### config.mk
export PLATFORM = sky130hd
export DESIGN_NAME = woff_header_directory_parser
export DESIGN_NICKNAME = d
export VERILOG_FILES = /design/src/hw/rtl/whdp_pkg.sv /design/src/hw/rtl/woff_header_directory_parser.sv /design/src/hw/rtl/whdp_parser.sv /design/src/hw/rtl/whdp_queue.sv
export SDC_FILE = /design/constraint.sdc
export NUM_CORES = 2
export LEC_CHECK = 0
export BUFFER_PORTS_ARGS = -buffer_cell sky130_fd_sc_hd__buf_4
export CAP_MARGIN = 20
export CORE_MARGIN = 10
export CORE_UTILIZATION = 50
export DETAILED_ROUTE_END_ITERATION = 12
export GPL_TIMING_DRIVEN = 0
export PLACE_DENSITY = 0.75
export SYNTH_ARGS = -nofsm -noshare
export SYNTH_HDL_FRONTEND = slang
export SYNTH_SLANG_ARGS = --single-unit
### constraint.sdc
create_clock -name clock -period 21.5 [get_ports clock]
set_clock_uncertainty 0.1 [all_clocks]
set_input_delay 4.3 -clock clock [delete_from_list [all_inputs] [get_ports clock]]
set_output_delay 4.3 -clock clock [all_outputs]
set_load 0.01 [all_outputs]
### src/hw/rtl/whdp_pkg.sv
// ----------------------------------------------------------------------------
// WOFF header directory parser package
// Shared constants, status codes and result item types.
// ----------------------------------------------------------------------------
package whdp_pkg;

   localparam int COUNT_BITS   = 32;
   localparam int HEADER_BYTES = 44;
   localparam int RECORD_BYTES = 20;
   localparam int RSP_DEPTH    = 4;
   localparam int PTR_BITS     = $clog2(RSP_DEPTH);
   localparam int LEVEL_BITS   = $clog2(RSP_DEPTH + 1);
   localparam int POS_BITS     = $clog2(RECORD_BYTES);
   localparam int NEED_BITS    = 22;

   localparam logic [31:0] WOFF_MAGIC = 32'h774F_4646;

   localparam logic KIND_RECORD = 1'b0;
   localparam logic KIND_STATUS = 1'b1;

   typedef logic [COUNT_BITS-1:0] count_type;
   typedef logic [PTR_BITS-1:0]   ptr_type;
   typedef logic [LEVEL_BITS-1:0] level_type;

   typedef enum logic [2:0] {
      ST_OK        = 3'd0,
      ST_SHORT     = 3'd1,
      ST_BAD_SIG   = 3'd2,
      ST_LEN_MISM  = 3'd3,
      ST_TRUNC_DIR = 3'd4,
      ST_OUTSIDE   = 3'd5
   } status_type;

   typedef struct packed {
      logic        kind;
      logic [15:0] table_index;
      logic [31:0] tag;
      logic [31:0] table_offset;
      logic [31:0] comp_length;
      logic [31:0] orig_length;
      logic [31:0] table_checksum;
      logic        is_compressed;
      logic        out_of_bounds;
      status_type  status;
      logic [31:0] flavor;
      logic        last_out;
   } rsp_type;

   typedef struct packed {
      logic    rec_valid;
      logic    stat_valid;
      rsp_type rec;
      rsp_type stat;
   } push_type;

endpackage

### src/hw/rtl/woff_header_directory_parser.sv
// ----------------------------------------------------------------------------
// WOFF header directory parser
// Parses a WOFF 1.0 byte stream into table directory records and a status.
// ----------------------------------------------------------------------------
//  channel | dir | tdata                          | tuser | tlast
//  req     | in  | data_byte                      | -     | last
//  rsp     | out | record / status fields (216b)  | kind  | last_out
//
//  One byte per cycle sustained while the queue has room; a taken byte waits
//  in an input register, and its results reach rsp through the result queue.
//  The four-entry result queue absorbs the record plus status pair that a
//  final byte may give; bytes are held off while two slots are not free.
//  Reset clears the parser state and the queue; after each final byte the
//  parser returns to its reset state by itself.
module woff_header_directory_parser (
   input  logic         clock,
   input  logic         reset,
   input  logic         req_tvalid,
   output logic         req_tready,
   input  logic [7:0]   req_tdata,   // [7:0] data_byte
   input  logic         req_tlast,
   output logic         rsp_tvalid,
   input  logic         rsp_tready,
   output logic [215:0] rsp_tdata,   // table_index, tag, table_offset, comp_length,
                                     // orig_length, table_checksum, is_compressed,
                                     // out_of_bounds, status, flavor, zero pad
   output logic         rsp_tuser,   // kind
   output logic         rsp_tlast
);
   import whdp_pkg::*;

   logic       in_valid_ff;
   logic [7:0] in_byte_ff;
   logic       in_last_ff;
   logic       take;
   push_type   push;
   rsp_type    head;
   level_type  level;

   assign take       = in_valid_ff && (level <= level_type'(RSP_DEPTH - 2));
   assign req_tready = !in_valid_ff || take;

   always_ff @(posedge clock) begin
      if (reset) begin
         in_valid_ff <= 1'b0;
      end else if (req_tready) begin
         in_valid_ff <= req_tvalid;
      end
   end

   always_ff @(posedge clock) begin
      if (req_tready && req_tvalid) begin
         in_byte_ff <= req_tdata;
         in_last_ff <= req_tlast;
      end
   end

   whdp_parser u_parser (
      .clock      (clock),
      .reset      (reset),
      .item_valid (take),
      .data_byte  (in_byte_ff),
      .last       (in_last_ff),
      .push       (push)
   );

   whdp_queue u_queue (
      .clock      (clock),
      .reset      (reset),
      .push       (push),
      .head       (head),
      .head_valid (rsp_tvalid),
      .pop        (rsp_tready),
      .level      (level)
   );

   assign rsp_tdata = {3'b000, head.flavor, head.status, head.out_of_bounds,
                       head.is_compressed, head.table_checksum, head.orig_length,
                       head.comp_length, head.table_offset, head.tag,
                       head.table_index};
   assign rsp_tuser = head.kind;
   assign rsp_tlast = head.last_out;

   a_level_bound: assert property (@(posedge clock) disable iff (reset)
      level <= level_type'(RSP_DEPTH))
      else $error("result queue overfilled");

   a_hold_off: assert property (@(posedge clock) disable iff (reset)
      (in_valid_ff && level > level_type'(RSP_DEPTH - 2)) |-> !req_tready)
      else $error("byte taken without room for two items");

   a_status_last: assert property (@(posedge clock) disable iff (reset)
      rsp_tvalid |-> (rsp_tuser == rsp_tlast))
      else $error("status item and last marker disagree");

   a_two_push: assert property (@(posedge clock) disable iff (reset)
      (push.rec_valid && push.stat_valid) |=> (level >= level_type'(2)))
      else $error("record and status pair not both queued");

endmodule

### src/hw/rtl/whdp_parser.sv
// ----------------------------------------------------------------------------
// WOFF header directory parser: byte parser
// Header capture, directory record assembly and end-of-file status.
// ----------------------------------------------------------------------------
module whdp_parser (
   input  logic              clock,
   input  logic              reset,
   input  logic              item_valid,
   input  logic [7:0]        data_byte,
   input  logic              last,
   output whdp_pkg::push_type push
);
   import whdp_pkg::*;

   count_type   byte_count_ff, byte_count_in;
   logic [31:0] word_shift_ff, word_shift_in;
   logic [31:0] signature_ff, signature_in;
   logic [31:0] flavor_ff, flavor_in;
   logic [31:0] declared_ff, declared_in;
   logic [15:0] table_count_ff, table_count_in;
   logic [31:0] fields_ff [4];
   logic [31:0] fields_in [4];
   logic [15:0] record_index_ff, record_index_in;
   logic        outside_ff, outside_in;
   logic [POS_BITS-1:0] pos_ff, pos_in;

   logic                 live;
   logic                 in_dir;
   logic                 emit;
   logic [32:0]          rec_end;
   logic                 oob;
   logic [NEED_BITS-1:0] need;
   status_type           st;
   logic [2:0]           slot;

   always_comb begin
      live            = byte_count_ff != '1;
      word_shift_in   = {word_shift_ff[23:0], data_byte};
      signature_in    = signature_ff;
      flavor_in       = flavor_ff;
      declared_in     = declared_ff;
      table_count_in  = table_count_ff;
      fields_in       = fields_ff;
      record_index_in = record_index_ff;
      outside_in      = outside_ff;
      pos_in          = pos_ff;
      byte_count_in   = byte_count_ff;
      emit            = 1'b0;
      slot            = pos_ff[POS_BITS-1:2];
      in_dir          = byte_count_ff >= COUNT_BITS'(HEADER_BYTES);
      rec_end         = {1'b0, fields_ff[1]} + {1'b0, fields_ff[2]};
      oob             = rec_end > {1'b0, declared_ff};

      if (live) begin
         if (byte_count_ff == COUNT_BITS'(3)) begin
            signature_in = word_shift_in;
         end
         if (byte_count_ff == COUNT_BITS'(7)) begin
            flavor_in = word_shift_in;
         end
         if (byte_count_ff == COUNT_BITS'(11)) begin
            declared_in = word_shift_in;
         end
         if (byte_count_ff == COUNT_BITS'(13)) begin
            table_count_in = word_shift_in[15:0];
         end
         if (in_dir) begin
            pos_in = (pos_ff == POS_BITS'(RECORD_BYTES - 1)) ? '0 : pos_ff + 1'b1;
            if (record_index_ff < table_count_ff && pos_ff[1:0] == 2'd3) begin
               if (slot < 3'd4) begin
                  fields_in[slot[1:0]] = word_shift_in;
               end else begin
                  emit            = 1'b1;
                  record_index_in = record_index_ff + 16'd1;
                  if (oob) begin
                     outside_in = 1'b1;
                  end
               end
            end
         end
         byte_count_in = byte_count_ff + 1'b1;
      end

      need = NEED_BITS'(HEADER_BYTES) + (NEED_BITS'(table_count_in) << 4)
           + (NEED_BITS'(table_count_in) << 2);

      priority if (byte_count_in < COUNT_BITS'(HEADER_BYTES)) begin
         st = ST_SHORT;
      end else if (signature_in != WOFF_MAGIC) begin
         st = ST_BAD_SIG;
      end else if (byte_count_in == '1 || declared_in != 32'(byte_count_in)) begin
         st = ST_LEN_MISM;
      end else if (33'(need) > 33'(byte_count_in)) begin
         st = ST_TRUNC_DIR;
      end else if (outside_in) begin
         st = ST_OUTSIDE;
      end else begin
         st = ST_OK;
      end

      push.rec_valid           = item_valid && emit;
      push.rec.kind            = KIND_RECORD;
      push.rec.table_index     = record_index_ff;
      push.rec.tag             = fields_ff[0];
      push.rec.table_offset    = fields_ff[1];
      push.rec.comp_length     = fields_ff[2];
      push.rec.orig_length     = fields_ff[3];
      push.rec.table_checksum  = word_shift_in;
      push.rec.is_compressed   = fields_ff[2] != fields_ff[3];
      push.rec.out_of_bounds   = oob;
      push.rec.status          = ST_OK;
      push.rec.flavor          = '0;
      push.rec.last_out        = 1'b0;

      push.stat_valid          = item_valid && last;
      push.stat.kind           = KIND_STATUS;
      push.stat.table_index    = record_index_in;
      push.stat.tag            = '0;
      push.stat.table_offset   = '0;
      push.stat.comp_length    = '0;
      push.stat.orig_length    = '0;
      push.stat.table_checksum = '0;
      push.stat.is_compressed  = 1'b0;
      push.stat.out_of_bounds  = 1'b0;
      push.stat.status         = st;
      push.stat.flavor         = flavor_in;
      push.stat.last_out       = 1'b1;
   end

   always_ff @(posedge clock) begin
      if (reset || (item_valid && last)) begin
         byte_count_ff   <= '0;
         word_shift_ff   <= '0;
         signature_ff    <= '0;
         flavor_ff       <= '0;
         declared_ff     <= '0;
         table_count_ff  <= '0;
         record_index_ff <= '0;
         outside_ff      <= 1'b0;
         pos_ff          <= '0;
      end else if (item_valid) begin
         byte_count_ff   <= byte_count_in;
         word_shift_ff   <= word_shift_in;
         signature_ff    <= signature_in;
         flavor_ff       <= flavor_in;
         declared_ff     <= declared_in;
         table_count_ff  <= table_count_in;
         record_index_ff <= record_index_in;
         outside_ff      <= outside_in;
         pos_ff          <= pos_in;
      end
   end

   // record fields are always rewritten before a record is emitted
   always_ff @(posedge clock) begin
      if (item_valid) begin
         fields_ff <= fields_in;
      end
   end

endmodule

### src/hw/rtl/whdp_queue.sv
// ----------------------------------------------------------------------------
// WOFF header directory parser: result queue
// Small queue taking up to two result items per cycle, one out per cycle on pop.
// ----------------------------------------------------------------------------
module whdp_queue (
   input  logic                clock,
   input  logic                reset,
   input  whdp_pkg::push_type  push,
   output whdp_pkg::rsp_type   head,
   output logic                head_valid,
   input  logic                pop,
   output whdp_pkg::level_type level
);
   import whdp_pkg::*;

   rsp_type   entry_ff [RSP_DEPTH];
   ptr_type   rd_ptr_ff, rd_ptr_in;
   ptr_type   wr_ptr_ff, wr_ptr_in;
   level_type level_ff, level_in;
   rsp_type   first;
   logic [1:0] n_push;
   logic       do_pop;

   always_comb begin
      first      = push.rec_valid ? push.rec : push.stat;
      n_push     = {1'b0, push.rec_valid} + {1'b0, push.stat_valid};
      do_pop     = pop && (level_ff != '0);
      rd_ptr_in  = rd_ptr_ff + ptr_type'(do_pop);
      wr_ptr_in  = wr_ptr_ff + ptr_type'(n_push);
      level_in   = level_ff + level_type'(n_push) - level_type'(do_pop);
      head       = entry_ff[rd_ptr_ff];
      head_valid = level_ff != '0;
      level      = level_ff;
   end

   always_ff @(posedge clock) begin
      if (reset) begin
         rd_ptr_ff <= '0;
         wr_ptr_ff <= '0;
         level_ff  <= '0;
      end else begin
         rd_ptr_ff <= rd_ptr_in;
         wr_ptr_ff <= wr_ptr_in;
         level_ff  <= level_in;
      end
   end

   always_ff @(posedge clock) begin
      if (n_push != 2'd0) begin
         entry_ff[wr_ptr_ff] <= first;
      end
      if (n_push == 2'd2) begin
         entry_ff[wr_ptr_ff + 1'b1] <= push.stat;
      end
   end

endmodule

==> Word level (Yosys, flattened, before mapping) <==
Memories as Yosys holds them, arrays and structs flattened. A register that Yosys moved wholly into a read port is not among the register bits.
Cells that the tools add are included.
{ "word_totals": {"register_bits": 335, "mem_count": 1, "ramBits": 860, "out_inout_bits": 220, "in_bits": 13} }
{ "classes": {"bitwise_logic": 1, "magnitude_cmp": 9, "addsub": 12, "eq_ne": 12, "n_reduce_logical": 15, "muxes": 37} }
{ "memory_table": {"columns": ["memory", "depth", "word_bits", "rd", "rd_ports_with_merged_regs", "wr", "line_no", "source"], "rows": [
  ["u_queue.entry_ff", 4, 215, 1, 1, 2, "whdp_queue.sv:16", "rsp_type entry_ff [RSP_DEPTH];"]
]} }
{ "ops": {"columns": ["op", "n"], "rows": [
  ["$mux 32", 8],
  ["$mux 215", 1],
  ["$bwmux 128", 1],
  ["$mux 16", 6],
  ["$demux 32 s2", 1],
  ["$eq 32x4->1 const B", 2],
  ["$ne 32x32->1", 2],
  ["$add 32x32->33", 1],
  ["$gt 33x32->1", 1],
  ["$add 32x1->32 const B", 1],
  ["$eq 32x2->1 const B", 1],
  ["$eq 32x3->1 const B", 1],
  ["$eq 32x32->1 const B", 1],
  ["$ge 32x6->1 const B", 1],
  ["$gt 22x32->1", 1],
  ["$lt 32x6->1 const B", 1],
  ["$ne 32x31->1 const B", 1],
  ["$ne 32x32->1 const B", 1],
  ["$add 22x18->22", 1],
  ["$add 6x20->21 const A", 1],
  ["$add 16x1->16 const B", 1],
  ["$lt 16x16->1", 1],
  ["$mux 3", 5],
  ["$mux 1", 13],
  ["23 further kinds", 32]
]} }

==> Longest topological paths before layout <==
{ "logic_depth": {"depth_word": 13, "mapped_depth": 31, "depth_no_buf": 28} }

==> Cells and area by module <==
From an unflattened synthesis, not the netlist that was laid out.
{ "hier_totals": {"hier_cells": 4359, "area_unflattened_um2": 61900.6} }
{ "by_module_without_submodules": {"columns": ["mod", "cells_each", "seq_area_each_um2", "instances", "area_per_inst_um2"], "rows": [
  ["whdp_queue", 2129, 25964.9, 1, 41537.3],
  ["whdp_parser", 2207, 7647.3, 1, 19980.4],
  ["woff_header_directory_parser", 23, 290.3, 1, 382.9]
]} }

==> Worst setup path before layout <==
Ideal clock, no wire load.
{ "synth_path": {"path_type": "register to register", "from": "register u_parser.byte_count_ff[22]", "to": "memory u_queue.entry_ff[0][35] in the netlist's numbering (data pin)", "stages_incl_launch_ff": 30, "required_time_ps": 21120, "period_less_slack_ps": 6879, "path_slack_ps": 14621, "arrival_time_ps": 6499, "setup_ps": 280, "path_buffers": 4, "cell_sequence": "dfxtp_1 buf_2 nor4_1 and4_1 nand2_1 nor2_1 buf_2 buf_1 clkbuf_1 mux2i_1 inv_1 ha_1 a211oi_1 a21oi_1 nor4_1 o31ai_1 a41o_1 o41a_1 a21oi_1 nor2b_1 o31a_1 ha_1 nand2_1 a21oi_1 a221oi_1 o211ai_1 a311oi_1 nor3_1 nor3_1 nor4_1"} }
{ "synth_rtl": {"columns": ["item", "line_no", "source"], "rows": [
  ["from (decl)", "whdp_parser.sv:15", "count_type byte_count_ff, byte_count_in;"],
  ["from (signal assigned)", "whdp_parser.sv:142", "byte_count_ff <= byte_count_in;"],
  ["to (decl)", "whdp_queue.sv:16", null]
]} }

==> qor.csv <==
stage;metric;value;unit
run_status;result of the run;complete, no violations;
clock_network;total clock sinks;1191;
pwr;Pwr per Cell Area;85.97;nW/um2
floorplan;die span in y;342.3;um
setup_path;endpoint type of the worst setup path;flip-flop;
clock_network;cts bufs inserted;116;
sta;number of hold violations in the final report;0;
placement;setup slack after placement;12.50;ns
pwr;Comb power frac;13.2;%
yosys;Synth top area share;32.76;%
placement;placed cells;6106;
yosys;cell type with the largest total area after synthesis;sky130_fd_sc_hd__dfxtp_1;
sta;fraction of the cycle the final worst path needs;43.37;%
clock_network;total number of H-tree levels;3;
global_routing;maximum number of pins on one net before global-route repair;36;
yosys;share of async-settable or async-resettable flops after synthesis;0;%
drt;Detailed Routing Iterations Pass 1;6;
drt;detail-routed net length per standard cell;27.88;um
finish;Final #Nets;4989;
sta;count of endpoints failing setup in the final report;0;
finish;area growth from synthesis to layout;15.26;%
clock_network;clk_lat worst skew;0.73;ns
finish;filler cell count;8369;
yosys;average cell area after synthesis;11.62;um2
pwr;worst vdd ir;0.00006978;V
floorplan;Die ar.;117200;um2
setup_path;endpoint required time on the critical path;21.84;ns
yosys;adder and majority cell fraction of the synthesized area;3.088;%
yosys;share of the synthesized area in compound gates (AO/OA/AOI/OAI);17.02;%
floorplan;initial core utilization;50.26;%
clock_network;CTS max path bufs;3;
sta;worst-margin pin slew;1.299;ns
finish;fraction of final layout cells with drive strength greater than 1;14.99;%
yosys;Most used DFF post-synth;sky130_fd_sc_hd__dfxtp_1;
global_routing;remaining global-route overflow;0;
yosys;total standard cell area after synthesis;51940;um2
finish;footprint of the flip-flops and latches;27260;um2
setup_path;slack of the worst reg-to-reg path;12.18;ns
yosys;top cells by area in the synthesized netlist;sky130_fd_sc_hd__dfxtp_1, sky130_fd_sc_hd__edfxtp_1, sky130_fd_sc_hd__a22o_1;
finish;filler-free cell count of the finished design;6341;
floorplan;number of placement rows;118;
global_routing;antenna violations before repair;5;
hold_path;path type of the worst min-delay path;flip-flop to flip-flop;
yosys;number of warnings printed during yosys synthesis;0;
yosys;number of enable-type register cells in the synthesized netlist;341;
drt;post-detailed-routing wire length;176800;um
placement;detailed placement HPWL;125500;um
setup_path;largest fanout of any net on the critical path;10;
pwr;Clk pwr share;41.1;%
clock_network;CTS Hold Bufs;0;
drt;number of vias per cell;6.422;
clock_network;total setup buffers inserted after CTS;0;
global_routing;all-layer global routing usage;29.20;%
pwr;share of total power consumed by net switching;26.16;%
sta;top achievable clock speed;107.3;MHz
setup_path;beginning of the critical path;u_parser.byte_count_ff[23]$_SDFFE_PP0P_;
yosys;sequential area share after synthesis;52.48;%
drt;DR vias;40721;
placement;routability cong.;0.9877;
setup_path;worst setup path class;flip-flop to flip-flop;
yosys;gate count of the mapped netlist;4468;
global_routing;vias in the first global route;39728;
drt;DRC violation count after routing;0;
drt;ANT nets after route;0;
hold_path;launch point of the worst hold path;u_parser.flavor_ff[5]$_SDFFE_PP0P_;
sta;unrepaired setup endpoints after global routing;no;
floorplan;I/O pin count;233;
flow_run;Maximum Capacitance Violations;0;
setup_path;kind of launch point of the worst setup path;flip-flop;
clock_network;master cell of the clock root buffer;sky130_fd_sc_hd__clkbuf_16;
drt;initial DRC count;4965;
yosys;synthesized-area fraction occupied by and/or/nand/nor cells;9.183;%
global_routing;global-route wire length before repair;259500;um
finish;area of the multi-input gates;22830;um2
sta;count of pins over their slew limit;0;
yosys;multiplexer area fraction after synthesis;11.42;%
yosys;post-synthesis register bit count;1191;
sta;Relative slew margins;13.11;%
yosys;main combinational cell family by area after synthesis;compound AO/OA/AOI/OAI gates;
yosys;parity-gate share of the synthesized area counting xor and xnor cells;3.168;%
setup_path;worst endpoint data arrival time;9.66;ns
floorplan;die extent in x;342.3;um
clock_network;number of instances resized during post-cts repair;0;
sta;total negative slack;0;ns
placement;quantity of I/O buffers inserted on ports;228;
sta;clock period minus worst slack;9.324;ns
pwr;switching power;0.001346;W
floorplan;Floorplan Core Area;103300;um2
clock_network;TritonCTS clock tree;built;
pwr;internal power of the cells;0.003800;W
sta;Setup WS post-layout;12.18;ns
pwr;leakage power of the design;21.82;nW
yosys;unique cell type count in the Yosys netlist;86;
pwr;register share of total power;45.8;%
clock_network;clock-pin slew on the worst setup and hold paths;0.06;ns
setup_path;r2r startpoint;u_parser.byte_count_ff[23]$_SDFFE_PP0P_;
## synthesized netlist by cell type (14+ instances only)
cell	count
sky130_fd_sc_hd__dfxtp_1	850
sky130_fd_sc_hd__a22o_1	648
sky130_fd_sc_hd__nor2_1	343
sky130_fd_sc_hd__edfxtp_1	341
sky130_fd_sc_hd__nand2_1	312
sky130_fd_sc_hd__clkbuf_1	308
sky130_fd_sc_hd__a21oi_1	221
sky130_fd_sc_hd__mux4_2	214
sky130_fd_sc_hd__ha_1	125
sky130_fd_sc_hd__xnor2_1	125
sky130_fd_sc_hd__mux2i_1	110
sky130_fd_sc_hd__inv_1	95
sky130_fd_sc_hd__nand4_1	64
sky130_fd_sc_hd__nor3_1	62
sky130_fd_sc_hd__o21ai_0	62
sky130_fd_sc_hd__xor2_1	61
sky130_fd_sc_hd__buf_1	41
sky130_fd_sc_hd__a311oi_1	40
sky130_fd_sc_hd__nor4_1	35
sky130_fd_sc_hd__nand3_1	34
sky130_fd_sc_hd__a211oi_1	27
sky130_fd_sc_hd__a21o_1	26
sky130_fd_sc_hd__buf_2	26
sky130_fd_sc_hd__and3_1	23
sky130_fd_sc_hd__and2_1	22
sky130_fd_sc_hd__o31ai_1	22
sky130_fd_sc_hd__or3_1	16
sky130_fd_sc_hd__and4_1	15
sky130_fd_sc_hd__nor2b_1	14
## cells by family (layout without fill, tap and decap cells)
family / Yosys count / in the layout
buffers and inverters: 481 / 961
other: 1 / 14
XOR/XNOR: 187 / 187
flip-flops: 1191 / 1191
adder cells (fa/ha/maj): 127 / 127
AO/OA/AOI/OAI: 1150 / 1150
AND/OR/NAND/NOR: 1006 / 1006
multiplexers: 325 / 325
## worst paths after layout
check / to / cells after the start
max: u_queue.entry_ff[2][35]$_DFFE_PP_ / 27
min: u_parser.flavor_ff[5]$_SDFFE_PP0P_ / 2
max reg2reg: u_queue.entry_ff[2][35]$_DFFE_PP_ / 27
min reg2reg: u_parser.flavor_ff[5]$_SDFFE_PP0P_ / 2
## power by group through the flow
stage          clock (W)  combinational (W)  sequential [W]
5_1_grt          0.00221           0.000719         0.00236
6_report         0.00211           0.000677         0.00236
3_5_place_dp           0           0.000669         0.00240
4_1_cts          0.00212           0.000672         0.00236
2_1_floorplan          0           0.000424         0.00238
3_3_place_gp           0           0.000651         0.00240
## routing by layer
layer / global-route usage (%) / wire length, um / share of wire (%) / vias up
met5: 0 / 0 / 0 / -
met4: 18.56 / 12350 / 7.0 / 0
met3: 6.452 / 17030 / 9.6 / 501
met2: 45.91 / 80840 / 46 / 2404
met1: 36.24 / 66590 / 38 / 20122
li1: - / - / - / 17694
## through the flow
stage          utilization (%)  area [um2]  hold WS, ns  total power [W]
2_1_floorplan                -       51950       0.3182         0.002807
3_3_place_gp             53.59       55390       0.3320         0.003056
3_5_place_dp             54.01       55820       0.3447         0.003074
4_1_cts                  57.84       59770       0.3535         0.005146
5_1_grt                  57.90       59840       0.3784         0.005288
6_report                 57.92       59860       0.3545         0.005146
## sequential cells by signal, summed over array words and instances (netlist names)
signal	cells
u_queue.level	3
u_parser.push	128
u_parser.word_shift_ff	24
u_parser.record_index_ff	16
u_parser.signature_ff	32
u_parser.table_count_ff	16
in_byte_ff	8
in_last_ff	1
u_parser.byte_count_ff	32
u_queue.wr_ptr_ff	2
u_parser.outside_ff	1
in_valid_ff	1
u_parser.flavor_ff	32
u_parser.pos_ff	5
u_parser.declared_ff	32
u_queue.rd_ptr_ff	2
u_queue.entry_ff	856
## critical path, stage by stage (launching register included)
cell and delay (ns):
sky130_fd_sc_hd__dfxtp_1 0.30, sky130_fd_sc_hd__clkbuf_1 0.23, sky130_fd_sc_hd__nor4_1 0.83, sky130_fd_sc_hd__and4_1 0.43, sky130_fd_sc_hd__nand2_1 0.15, sky130_fd_sc_hd__nor2_1 0.57, sky130_fd_sc_hd__buf_2 0.37, sky130_fd_sc_hd__buf_1 0.54
sky130_fd_sc_hd__clkbuf_1 0.41, sky130_fd_sc_hd__mux2i_1 0.33, sky130_fd_sc_hd__inv_1 0.07, sky130_fd_sc_hd__ha_1 0.37, sky130_fd_sc_hd__a211oi_1 0.29, sky130_fd_sc_hd__a21oi_1 0.08, sky130_fd_sc_hd__nor4_1 0.42, sky130_fd_sc_hd__o31ai_1 0.23
sky130_fd_sc_hd__a41o_1 0.32, sky130_fd_sc_hd__o41a_1 0.40, sky130_fd_sc_hd__xor2_1 0.20, sky130_fd_sc_hd__ha_1 0.23, sky130_fd_sc_hd__a2111oi_0 0.43, sky130_fd_sc_hd__o21ai_0 0.19, sky130_fd_sc_hd__a221oi_1 0.35, sky130_fd_sc_hd__o211ai_1 0.15
sky130_fd_sc_hd__a311oi_1 0.28, sky130_fd_sc_hd__nor3_1 0.12, sky130_fd_sc_hd__nor3_1 0.53, sky130_fd_sc_hd__nor4_1 0.13
## final cells by class
type	count	share of cell area, %
Antenna cell	10	0.04180
Sequential cell	1191	45.53
Clock inverter	72	1.141
Multi-Input combinational cell	2799	38.14
Buffer	386	2.556
Clock buffer	148	5.468
Inverter	95	0.5957
Timing Repair Buffer	260	3.641
Tap cell	1380	2.884
## cells in the final DEF, fill, tap and decap left out, types with 23 or more instances in the layout
cell / instances
sky130_fd_sc_hd__dfxtp_1: 850
sky130_fd_sc_hd__a22o_1: 648
sky130_fd_sc_hd__nor2_1: 342
sky130_fd_sc_hd__edfxtp_1: 341
sky130_fd_sc_hd__clkbuf_1: 322
sky130_fd_sc_hd__nand2_1: 312
sky130_fd_sc_hd__buf_4: 240
sky130_fd_sc_hd__a21oi_1: 221
sky130_fd_sc_hd__mux4_2: 214
sky130_fd_sc_hd__xnor2_1: 125
sky130_fd_sc_hd__ha_1: 125
sky130_fd_sc_hd__clkbuf_16: 123
sky130_fd_sc_hd__mux2i_1: 110
sky130_fd_sc_hd__inv_1: 91
sky130_fd_sc_hd__nand4_1: 64
sky130_fd_sc_hd__o21ai_0: 62
sky130_fd_sc_hd__xor2_1: 61
sky130_fd_sc_hd__nor3_1: 58
sky130_fd_sc_hd__buf_1: 41
sky130_fd_sc_hd__a311oi_1: 40
sky130_fd_sc_hd__nor4_1: 35
sky130_fd_sc_hd__nand3_1: 34
sky130_fd_sc_hd__buf_2: 27
sky130_fd_sc_hd__a211oi_1: 27
sky130_fd_sc_hd__a21o_1: 26
sky130_fd_sc_hd__clkinv_2: 25
sky130_fd_sc_hd__and3_1: 23
(Power assumes the default switching activity.)
